`src/stsq_pkg.sv`:
```
// Package for the tilt stepper sequencer: mode and opcode codes, register
// indexes, coil pattern tables and the control state record.
// No dependencies.
package stsq_pkg;

  // Default width of the step counter
  localparam int CountBitsDefault = 12;

  // Field widths fixed by the interface
  localparam int RawBits   = 12;
  localparam int StepsBits = 12;
  localparam int CfgBits   = 12;
  localparam int AddrBits  = 3;

  // Register reset values
  localparam logic [CfgBits-1:0] HomeOffsetReset = 12'd415;
  localparam logic [CfgBits-1:0] EndStepsReset   = 12'd1024;
  localparam logic [CfgBits-1:0] WrapHighReset   = 12'd4073;
  localparam logic [CfgBits-1:0] WrapLowReset    = 12'd35;

  typedef enum logic [2:0] {
    MODE_IDLE     = 3'd0,
    MODE_SEEK     = 3'd1,
    MODE_OFFSET   = 3'd2,
    MODE_SCAN     = 3'd3,
    MODE_RSEEK    = 3'd4,
    MODE_ROFFSET  = 3'd5,
    MODE_DONE     = 3'd6
  } mode_t;

  typedef enum logic [1:0] {
    OP_START  = 2'd0,
    OP_TICK   = 2'd1,
    OP_SAMPLE = 2'd2
  } opcode_t;

  typedef enum logic [AddrBits-1:0] {
    REG_HALF_STEP   = 3'd0,
    REG_HOME_OFFSET = 3'd1,
    REG_END_STEPS   = 3'd2,
    REG_WRAP_HIGH   = 3'd3,
    REG_WRAP_LOW    = 3'd4
  } reg_index_t;

  // Control state carried from item to item (step count travels separately)
  typedef struct packed {
    mode_t      mode;
    logic [2:0] phase;
    logic       armed;
    logic       servo;
  } ctrl_t;

  // Configuration register set
  typedef struct packed {
    logic               half_step;
    logic [CfgBits-1:0] home_offset;
    logic [CfgBits-1:0] end_steps;
    logic [CfgBits-1:0] wrap_high;
    logic [CfgBits-1:0] wrap_low;
  } cfg_t;

  // Coil pattern for a phase: two-coil full steps or eight half steps
  function automatic logic [3:0] coil_pattern_f(input logic half, input logic [2:0] phase);
    logic [3:0] pat;
    if (half) begin
      unique case (phase)
        3'd0:    pat = 4'd1;
        3'd1:    pat = 4'd3;
        3'd2:    pat = 4'd2;
        3'd3:    pat = 4'd6;
        3'd4:    pat = 4'd4;
        3'd5:    pat = 4'd12;
        3'd6:    pat = 4'd8;
        default: pat = 4'd9;
      endcase
    end else begin
      unique case (phase[1:0])
        2'd0:    pat = 4'd3;
        2'd1:    pat = 4'd6;
        2'd2:    pat = 4'd12;
        default: pat = 4'd9;
      endcase
    end
    return pat;
  endfunction

endpackage

```
`src/stsq_step.sv`:
```
// Next-state and result logic for one request of the tilt stepper sequencer.
// Depends on stsq_pkg.
module stsq_step #(
  parameter int COUNT_BITS = stsq_pkg::CountBitsDefault
) (
  input  stsq_pkg::cfg_t                  cfg,
  input  stsq_pkg::ctrl_t                 ctrl,
  input  logic [COUNT_BITS-1:0]           count,
  input  logic [1:0]                      opcode,
  input  logic                            limit_level,
  input  logic [stsq_pkg::RawBits-1:0]    encoder_raw,
  output stsq_pkg::ctrl_t                 ctrl_next,
  output logic [COUNT_BITS-1:0]           count_next,
  output logic [3:0]                      coil_pattern,
  output logic                            coil_update
);
  import stsq_pkg::*;

  // Compare width covers both the counter and the 12-bit registers
  localparam int CmpBits = (COUNT_BITS > CfgBits) ? COUNT_BITS : CfgBits;
  localparam logic [COUNT_BITS-1:0] CountMax = {COUNT_BITS{1'b1}};

  logic [3:0]            phase_pat;
  logic [COUNT_BITS-1:0] count_inc;
  logic [CmpBits-1:0]    count_wide;
  logic [CmpBits-1:0]    offset_wide;
  logic [CmpBits-1:0]    end_wide;
  logic                  returning;

  assign phase_pat   = coil_pattern_f(cfg.half_step, ctrl.phase);
  assign count_inc   = (count == CountMax) ? count : count + 1'b1;
  assign offset_wide = CmpBits'(cfg.home_offset);
  assign end_wide    = CmpBits'(cfg.end_steps);
  assign returning   = (ctrl.mode == MODE_RSEEK) || (ctrl.mode == MODE_ROFFSET);

  always_comb begin
    ctrl_next    = ctrl;
    count_next   = count;
    coil_pattern = 4'd0;
    coil_update  = 1'b0;
    count_wide   = CmpBits'(count);
    unique case (opcode)
      OP_START: begin
        if (ctrl.mode == MODE_IDLE || ctrl.mode == MODE_DONE) begin
          ctrl_next.mode  = MODE_SEEK;
          ctrl_next.armed = 1'b0;
          ctrl_next.servo = 1'b0;
        end
      end
      OP_TICK: begin
        if (ctrl.mode == MODE_SEEK || ctrl.mode == MODE_RSEEK) begin
          if (limit_level) begin
            // switch open: keep stepping backward
            coil_pattern    = phase_pat;
            coil_update     = 1'b1;
            ctrl_next.phase = ctrl.phase - 3'd1;
          end else begin
            // switch pressed: zero the count and start the offset run, or skip it if the offset is zero
            count_next = '0;
            if (cfg.home_offset == '0) begin
              ctrl_next.mode  = returning ? MODE_DONE : MODE_SCAN;
              ctrl_next.servo = !returning;
            end else begin
              ctrl_next.mode = returning ? MODE_ROFFSET : MODE_OFFSET;
            end
          end
        end else if (ctrl.mode == MODE_OFFSET || ctrl.mode == MODE_ROFFSET) begin
          coil_pattern    = phase_pat;
          coil_update     = 1'b1;
          ctrl_next.phase = ctrl.phase + 3'd1;
          count_next      = count_inc;
          count_wide      = CmpBits'(count_inc);
          if (count_wide >= offset_wide) begin
            ctrl_next.mode  = returning ? MODE_DONE : MODE_SCAN;
            ctrl_next.servo = !returning;
          end
        end
      end
      OP_SAMPLE: begin
        if (ctrl.mode == MODE_SCAN) begin
          if (encoder_raw > cfg.wrap_high) begin
            ctrl_next.armed = 1'b1;
          end else if (ctrl.armed && encoder_raw < cfg.wrap_low) begin
            // armed wrap seen: advance one step
            coil_pattern    = phase_pat;
            coil_update     = 1'b1;
            ctrl_next.phase = ctrl.phase + 3'd1;
            ctrl_next.armed = 1'b0;
            count_next      = count_inc;
            count_wide      = CmpBits'(count_inc);
          end
          if (count_wide >= end_wide) begin
            ctrl_next.mode  = MODE_RSEEK;
            ctrl_next.armed = 1'b0;
          end
        end
      end
      default: begin
        // unknown opcode: hold everything
      end
    endcase
  end

endmodule

```
`src/scan_tilt_stepper_sequencer_top.sv`:
```
// Top level of the tilt stepper sequencer: stream ports, configuration
// registers, state and result registers. Depends on stsq_pkg and stsq_step.
//
// Takes one request per clock cycle unless the downstream side stalls, and returns
// exactly one result per request, registered on acceptance. The loop that sets this
// rate is the sequencer state register (mode, coil phase, wrap flag, step
// count), updated in the same cycle a request is accepted. The result
// register stays full while the downstream side stalls; a new request is
// taken whenever the result register is empty or being drained. Start homes
// backward to the limit switch, steps forward by the home offset, then scans
// with the servo on, one step per encoder wrap, until the end count, after
// which it homes again and finishes. Register writes take effect from the
// next request and should be made while no result is pending.
module scan_tilt_stepper_sequencer_top #(
  parameter int COUNT_BITS = stsq_pkg::CountBitsDefault
) (
  input  logic                            clk,
  input  logic                            rst,
  // input stream
  input  logic                            s_axis_tvalid,
  output logic                            s_axis_tready,
  input  logic [15:0]                     s_axis_tdata,  // limit_level, encoder_raw[12:1], zero
  input  logic [1:0]                      s_axis_tuser,  // opcode
  // output stream
  output logic                            m_axis_tvalid,
  input  logic                            m_axis_tready,
  output logic [23:0]                     m_axis_tdata,  // coil_pattern, tilt_steps[15:4],
                                                         // mode[18:16], servo_run[19], zero
  output logic                            m_axis_tuser,  // coil_update
  // configuration write port
  input  logic                            cfg_we,
  input  logic [stsq_pkg::AddrBits-1:0]   cfg_addr,
  input  logic [stsq_pkg::CfgBits-1:0]    cfg_data
);
  import stsq_pkg::*;

  cfg_t                  cfg;
  ctrl_t                 ctrl;
  ctrl_t                 ctrl_next;
  logic [COUNT_BITS-1:0] count;
  logic [COUNT_BITS-1:0] count_next;
  logic [3:0]            pat_next;
  logic                  upd_next;
  logic                  in_fire;

  // result register
  logic [3:0]            coil_pattern;
  logic                  coil_update;
  logic [StepsBits-1:0]  tilt_steps;
  mode_t                 mode;
  logic                  servo_run;

  assign s_axis_tready = !m_axis_tvalid || m_axis_tready;
  assign in_fire       = s_axis_tvalid && s_axis_tready;

  // Write configuration registers
  always_ff @(posedge clk) begin
    if (rst) begin
      cfg.half_step   <= 1'b0;
      cfg.home_offset <= HomeOffsetReset;
      cfg.end_steps   <= EndStepsReset;
      cfg.wrap_high   <= WrapHighReset;
      cfg.wrap_low    <= WrapLowReset;
    end else if (cfg_we) begin
      unique case (cfg_addr)
        REG_HALF_STEP:   cfg.half_step   <= cfg_data[0];
        REG_HOME_OFFSET: cfg.home_offset <= cfg_data;
        REG_END_STEPS:   cfg.end_steps   <= cfg_data;
        REG_WRAP_HIGH:   cfg.wrap_high   <= cfg_data;
        REG_WRAP_LOW:    cfg.wrap_low    <= cfg_data;
        default: begin
          // unused index: drop the write
        end
      endcase
    end
  end

  stsq_step #(
    .COUNT_BITS (COUNT_BITS)
  ) u_step (
    .cfg          (cfg),
    .ctrl         (ctrl),
    .count        (count),
    .opcode       (s_axis_tuser),
    .limit_level  (s_axis_tdata[0]),
    .encoder_raw  (s_axis_tdata[12:1]),
    .ctrl_next    (ctrl_next),
    .count_next   (count_next),
    .coil_pattern (pat_next),
    .coil_update  (upd_next)
  );

  // Advance sequencer state on each accepted request
  always_ff @(posedge clk) begin
    if (rst) begin
      ctrl.mode  <= MODE_IDLE;
      ctrl.phase <= 3'd0;
      ctrl.armed <= 1'b0;
      ctrl.servo <= 1'b0;
      count      <= '0;
    end else if (in_fire) begin
      ctrl  <= ctrl_next;
      count <= count_next;
    end
  end

  // Result valid flag
  always_ff @(posedge clk) begin
    if (rst) begin
      m_axis_tvalid <= 1'b0;
    end else if (in_fire) begin
      m_axis_tvalid <= 1'b1;
    end else if (m_axis_tready) begin
      m_axis_tvalid <= 1'b0;
    end
  end

  // Load result payload
  always_ff @(posedge clk) begin
    if (in_fire) begin
      coil_pattern <= pat_next;
      coil_update  <= upd_next;
      tilt_steps   <= StepsBits'(count_next);
      mode         <= ctrl_next.mode;
      servo_run    <= ctrl_next.servo;
    end
  end

  assign m_axis_tdata = {4'd0, servo_run, mode, tilt_steps, coil_pattern};
  assign m_axis_tuser = coil_update;

endmodule

```
`config.mk`:
```
export PLATFORM = sky130hd
export DESIGN_NAME = scan_tilt_stepper_sequencer_top
export DESIGN_NICKNAME = d
export VERILOG_FILES = /design/src/stsq_pkg.sv /design/src/stsq_step.sv /design/src/scan_tilt_stepper_sequencer_top.sv
export SDC_FILE = /design/constraint.sdc
export NUM_CORES = 1
export LEC_CHECK = 0
export BUFFER_PORTS_ARGS = -buffer_cell sky130_fd_sc_hd__buf_2
export CAP_MARGIN = 30
export CORE_MARGIN = 3
export CORE_UTILIZATION = 54
export CTS_CLUSTER_DIAMETER = 40
export DETAILED_ROUTE_END_ITERATION = 12
export PLACE_DENSITY = 0.85
export SLEW_MARGIN = 20
export SYNTH_ARGS = -nofsm -noshare
export SYNTH_HDL_FRONTEND = slang
export SYNTH_HIERARCHICAL = 1
export SYNTH_SLANG_ARGS = --single-unit
export TNS_END_PERCENT = 1
```
`constraint.sdc`:
```
create_clock -name clk -period 8.97 [get_ports clk]
set_input_delay 1.794 -clock clk [delete_from_list [all_inputs] [get_ports clk]]
set_output_delay 1.794 -clock clk [all_outputs]
set_load 0.1 [all_outputs]
```
# Word-level counts from Yosys, hierarchy flattened
# Cells that the tools add are included.
dict set report totals {
  regBits 91
  latch_bits 0
  mem_bits_rw 0
  rom_bits 0
  inputBits 38
  out_inout_bits 27
  word_cells 130
  memories 0
}
dict set report classes {
  add_sub_neg 3
  multipliers 0
  n_div 0
  magnitude_cmp 4
  eq_ne 28
  n_shift 0
  n_mux 54
  bitwise 0
  reduce_logical 25
}
# op count
set ops {}
lappend ops {{12-bit 2-to-1 mux} 9}
lappend ops {{4-bit 2-to-1 mux} 8}
lappend ops {{4-bit case mux with 7 select lines} 1}
lappend ops {{3-bit 2-to-1 mux} 9}
lappend ops {{12-bit >= comparator} 2}
lappend ops {{12-bit case mux with 2 select lines} 1}
lappend ops {{3-bit equality test, second input constant} 7}
lappend ops {{3-bit by 2-bit equality test with 1-bit output, second input constant} 6}
lappend ops {{1-bit 2-to-1 mux} 15}
lappend ops {{12-bit by 1-bit adder with 12-bit output, second input constant} 1}
lappend ops {{12-bit equality test, second input constant} 1}
lappend ops {{12-bit > comparator} 1}
lappend ops {{12-bit zero test} 1}
lappend ops {{12-bit less-than comparator} 1}
lappend ops {{6-bit 2-to-1 mux} 2}
lappend ops {{4-bit case mux with 3 select lines} 1}
lappend ops {{2-bit AND reduction} 5}
lappend ops {{3-bit by 1-bit equality test with 1-bit output, second input constant} 3}
lappend ops {{3-bit zero test} 3}
lappend ops {{3-bit case mux with 3 select lines} 1}
lappend ops {{4-bit case mux with 2 select lines} 1}
lappend ops {{7-bit 2-to-1 mux} 1}
lappend ops {{7-bit AND reduction} 1}
lappend ops {{2-bit by 1-bit != test with 1-bit output, second input constant} 3}
lappend ops {{other kinds (17)} 30}

# Depth between registers and ports, before layout
dict set report logic_depth {
  ltp_word 10
  ltp_mapped 21
  depth_no_buf 19
}

# Hierarchy
# The synthesis kept the hierarchy.
# mod n_inst cells_per_inst area_each_um2 seq_area_each_um2
set by_module_without_submodules {}
lappend by_module_without_submodules {scan_tilt_stepper_sequencer_top 1 325 3383.2 2031.9}
lappend by_module_without_submodules {stsq_step 1 410 2697.6 0.0}

# Least setup slack after synthesis
# No wires, ideal clock.
dict set report synth_timing {
  path_kind {input to register}
  start {in s_axis_tdata[10]}
  end {reg ctrl[6] (netlist name)}
  arrival_ns 5.069
  t_required_ns 8.900
  path_slack_ns 3.831
  cell_stages 19
  path_buffers 1
  cell_sequence {ha_1 a21o_1 a21o_1 a21oi_1 o21ai_1 nor2_1 buf_2 nand2_1 xor2_1 ha_1 nand2b_1 a21o_1 a211o_1 a2111oi_2 o21ai_1 and4_1 a21oi_1 nand3_1 a21oi_1}
}
# element line_no
set synth_lines {}
lappend synth_lines {{start, declared} scan_tilt_stepper_sequencer_top.sv:22} ;# input logic [15:0] s_axis_tdata,

==> flow_summary.json <==
{
  "worst-setup-path-type": "in -> reg",
  "fin_area_sq_um": 6560,
  "portBuffers": 57,
  "yosys-mux-area-fraction_pct": 1.65,
  "synth_cell_types": 73,
  "drt_iter0_drc": 325,
  "yosys-top-cells-count": "a21oi_1 (85), nand2_1 (85), dfxtp_1 (70), inv_1 (62), ha_1 (59)",
  "hold_path.class": "reg -> reg",
  "rsz0062_at_grt": "false",
  "placementRows": 38,
  "place_area_sq_um": 6280,
  "vias": 5363,
  "whs_path_depth": 2,
  "crit_required_ns": 9.24,
  "yosys.area_share.simple_pct": 19.8,
  "synth_edf_count": 21,
  "crit_family": "compound AO/OA/AOI/OAI gates",
  "root_buffer": "clkbuf_16",
  "cap_violations": 0,
  "whs_ns": 0.454,
  "skew_ns": 0.00873,
  "cts_resized": 0,
  "max-clock-path-buffers": 2,
  "p_leak_uw": 0.00273,
  "die_area_sq_um": 12600,
  "slew_headroom_pct": 40.9,
  "arrival_ns": 6.16,
  "antenna_left": 0,
  "ctsHoldBuffers": 0,
  "first_pass_iters": 5,
  "routedWlPerCell_um": 16.0,
  "slowest_delay_ns": 0.74,
  "grt_max_degree": 83,
  "wirelength_um": 14500,
  "crit_cells": 19,
  "synth_top_area_share_pct": 23.0,
  "htreeDepth": 3,
  "cp-end-kind": "flop",
  "synth_cells": 735,
  "clock-sinks": 91,
  "path_max_fanout": 13,
  "synth-seq-cells": 91,
  "syn_area_sq_um": 6080,
  "grt_first_pass_wirelength_um": 23900,
  "drc": 0,
  "synth_top_family_by_area": "compound AO/OA/AOI/OAI gates",
  "synthAdderAreaFrac_pct": 12.3,
  "tritoncts": "done",
  "synth.yosys.seq_area_share_pct": 33.4,
  "synthTopCellsByArea": "dfxtp_1 (23%), ha_1 (12%), edfxtp_1 (10%)",
  "vdd_drop_max_uv": 154,
  "die_x_um": 112,
  "yosysTopAreaCell": "dfxtp_1",
  "fin_crit_sh_pct": 65.7,
  "slew_violations": 0,
  "final_util_pct": 60.0,
  "ys_async_sr_fraction_pct": 0,
  "hold_viol": 0,
  "grt_usage_pct": 23.1,
  "place_congestion": 0.901,
  "tns_ns": 0,
  "via_per_inst": 5.92,
  "startpoint_type": "primary input",
  "pwr_density_cell_nw_per_um2": 139,
  "dp_hpwl_um": 10400,
  "layout-drive-gt1-share_pct": 14.5,
  "ff2ff_path_depth": 19,
  "outcome": "finished, final reports clean",
  "path_cells": "buf_2 -> ha_1 -> a211oi_1 -> o21ai_1 -> a21oi_1 -> o21ai_1 -> nor2_1 -> nand2_1 -> xor2_1 -> ha_1 -> nand2b_1 -> a21o_1 -> a211o_1 -> a2111oi_2 -> o21ai_1 -> and4_1 -> a21oi_1 -> nand3_1 -> a21oi_1",
  "fp.dieH_um": 112,
  "antenna_found_initial": 0,
  "grt.overflow.total": 0,
  "antenna-diode-count": 0,
  "path_buf_inv": 1,
  "grt_pass1_vias": 4937,
  "post-route-min-period_ns": 5.89,
  "fmax_mhz": 170,
  "post_cts_buffers": 0,
  "initial_core_util_pct": 55.6,
  "ios": 65,
  "fin_nets": 858,
  "synthFlopType": "dfxtp_1",
  "yosysWarnings": 6,
  "avgSynthCellArea_sq_um": 8.27,
  "setup_viol": 0,
  "core_area_sq_um": 10900,
  "synth_xor_area_share_pct": 1.73,
  "cts_buffers": 9,
  "cpMaxStageDelayCell": "nor2_1",
  "worstSkewPairLatency_ns": 0.35,
  "cts.clk_slew.worst_paths_ns": 0.06,
  "synth-compound-area-share_pct": 22.4,
  "layout-area-overhead-vs-synth_pct": 7.94,
  "worst_pin_slew_ns": 0.883
}
-- layout make-up --
| type | count | area (sq um) |
|---|---|---|
| flip-flops and latches | 91 | 2030 |
| fillers | 984 | 4370 |
| repair buffers | 60 | 312 |
| clock inverters | 6 | 41.3 |
| well taps | 140 | 175 |
| multi-input cells | 535 | 3530 |
| inverters | 64 | 240 |
| clock buffers | 10 | 229 |
-- flip-flops by register name, summed over array words and instances, names as in the netlist --
name	cells
count	12
servo_run	1
m_axis_tvalid	1
cfg	49
m_axis_tuser	1
mode	3
coil_pattern	4
ctrl	8
tilt_steps	12
-- per-layer routing --
metal	routed length (um)	track usage (%)
met2	7000	39.6
met3	895	3.88
met1	6390	30.2
met4	229	6.17
met5	0	0
-- path summary, 6_finish.rpt --
check | startpoint | end | slack, ns
worst max-delay path | s_axis_tdata[3] | ctrl[6] | 3.08
worst min-delay path | cfg[9] | cfg[9] | 0.45
worst max register to register | cfg[2] | ctrl[6] | 4.25
worst min register to register | cfg[9] | cfg[9] | 0.45
-- through the flow --
stage | instances | setup slack (ns) | power (uW)
finish | 906 | 3.08 | 913
global route | 906 | 2.76 | 944
CTS | 905 | 3.12 | 917
detailed placement | 889 | 2.76 | 572
global placement | 889 | 2.85 | 569
floorplan | 738 | 3.83 | 544
-- logic make-up after synthesis --
| kind of cell | count (synthesis) |
|---|---|
| and+or+nand+nor | 244 |
| adders and majority gates | 60 |
| xor gates and xnor gates | 12 |
| other | 1 |
| AOI/OAI and AO/OA | 205 |
| muxes | 10 |
| DFF | 91 |
| buffers and inverters | 112 |
-- where the power goes --
group	total [uW]	leakage (uW)	internal, uW	switching, uW
Clock	349	0.000133	188	161
Sequential	434	0.000778	429	5.12
Combinational	131	0.00182	31.4	99.2
Total	913	0.00273	648	265
-- worst register-to-register path: stages, from the launching register on --
cell and delay [ns]:
dfxtp_1 0.33, inv_1 0.05, ha_1 0.30, a211oi_1 0.23
o21ai_1 0.12, a21oi_1 0.18, o21ai_1 0.20, nor2_1 0.74
nand2_1 0.15, xor2_1 0.18, ha_1 0.27, nand2b_1 0.14
a21o_1 0.17, a211o_1 0.30, a2111oi_2 0.47, o21ai_1 0.21
and4_1 0.22, a21oi_1 0.16, nand3_1 0.09, a21oi_1 0.14
-- cell usage in the layout (no fill, tap or decap), types with 20 or more instances in the layout --
cell / n
a21oi_1: 85
a21bo_2: 20
ha_1: 59
dfxtp_1: 70
o21ai_1: 23
edfxtp_1: 21
buf_2: 57
nor2_1: 48
nand2_1: 85
nor3_1: 25
inv_1: 62
nand3_1: 28
No activity file was read; power rests on OpenSTA's default activity.
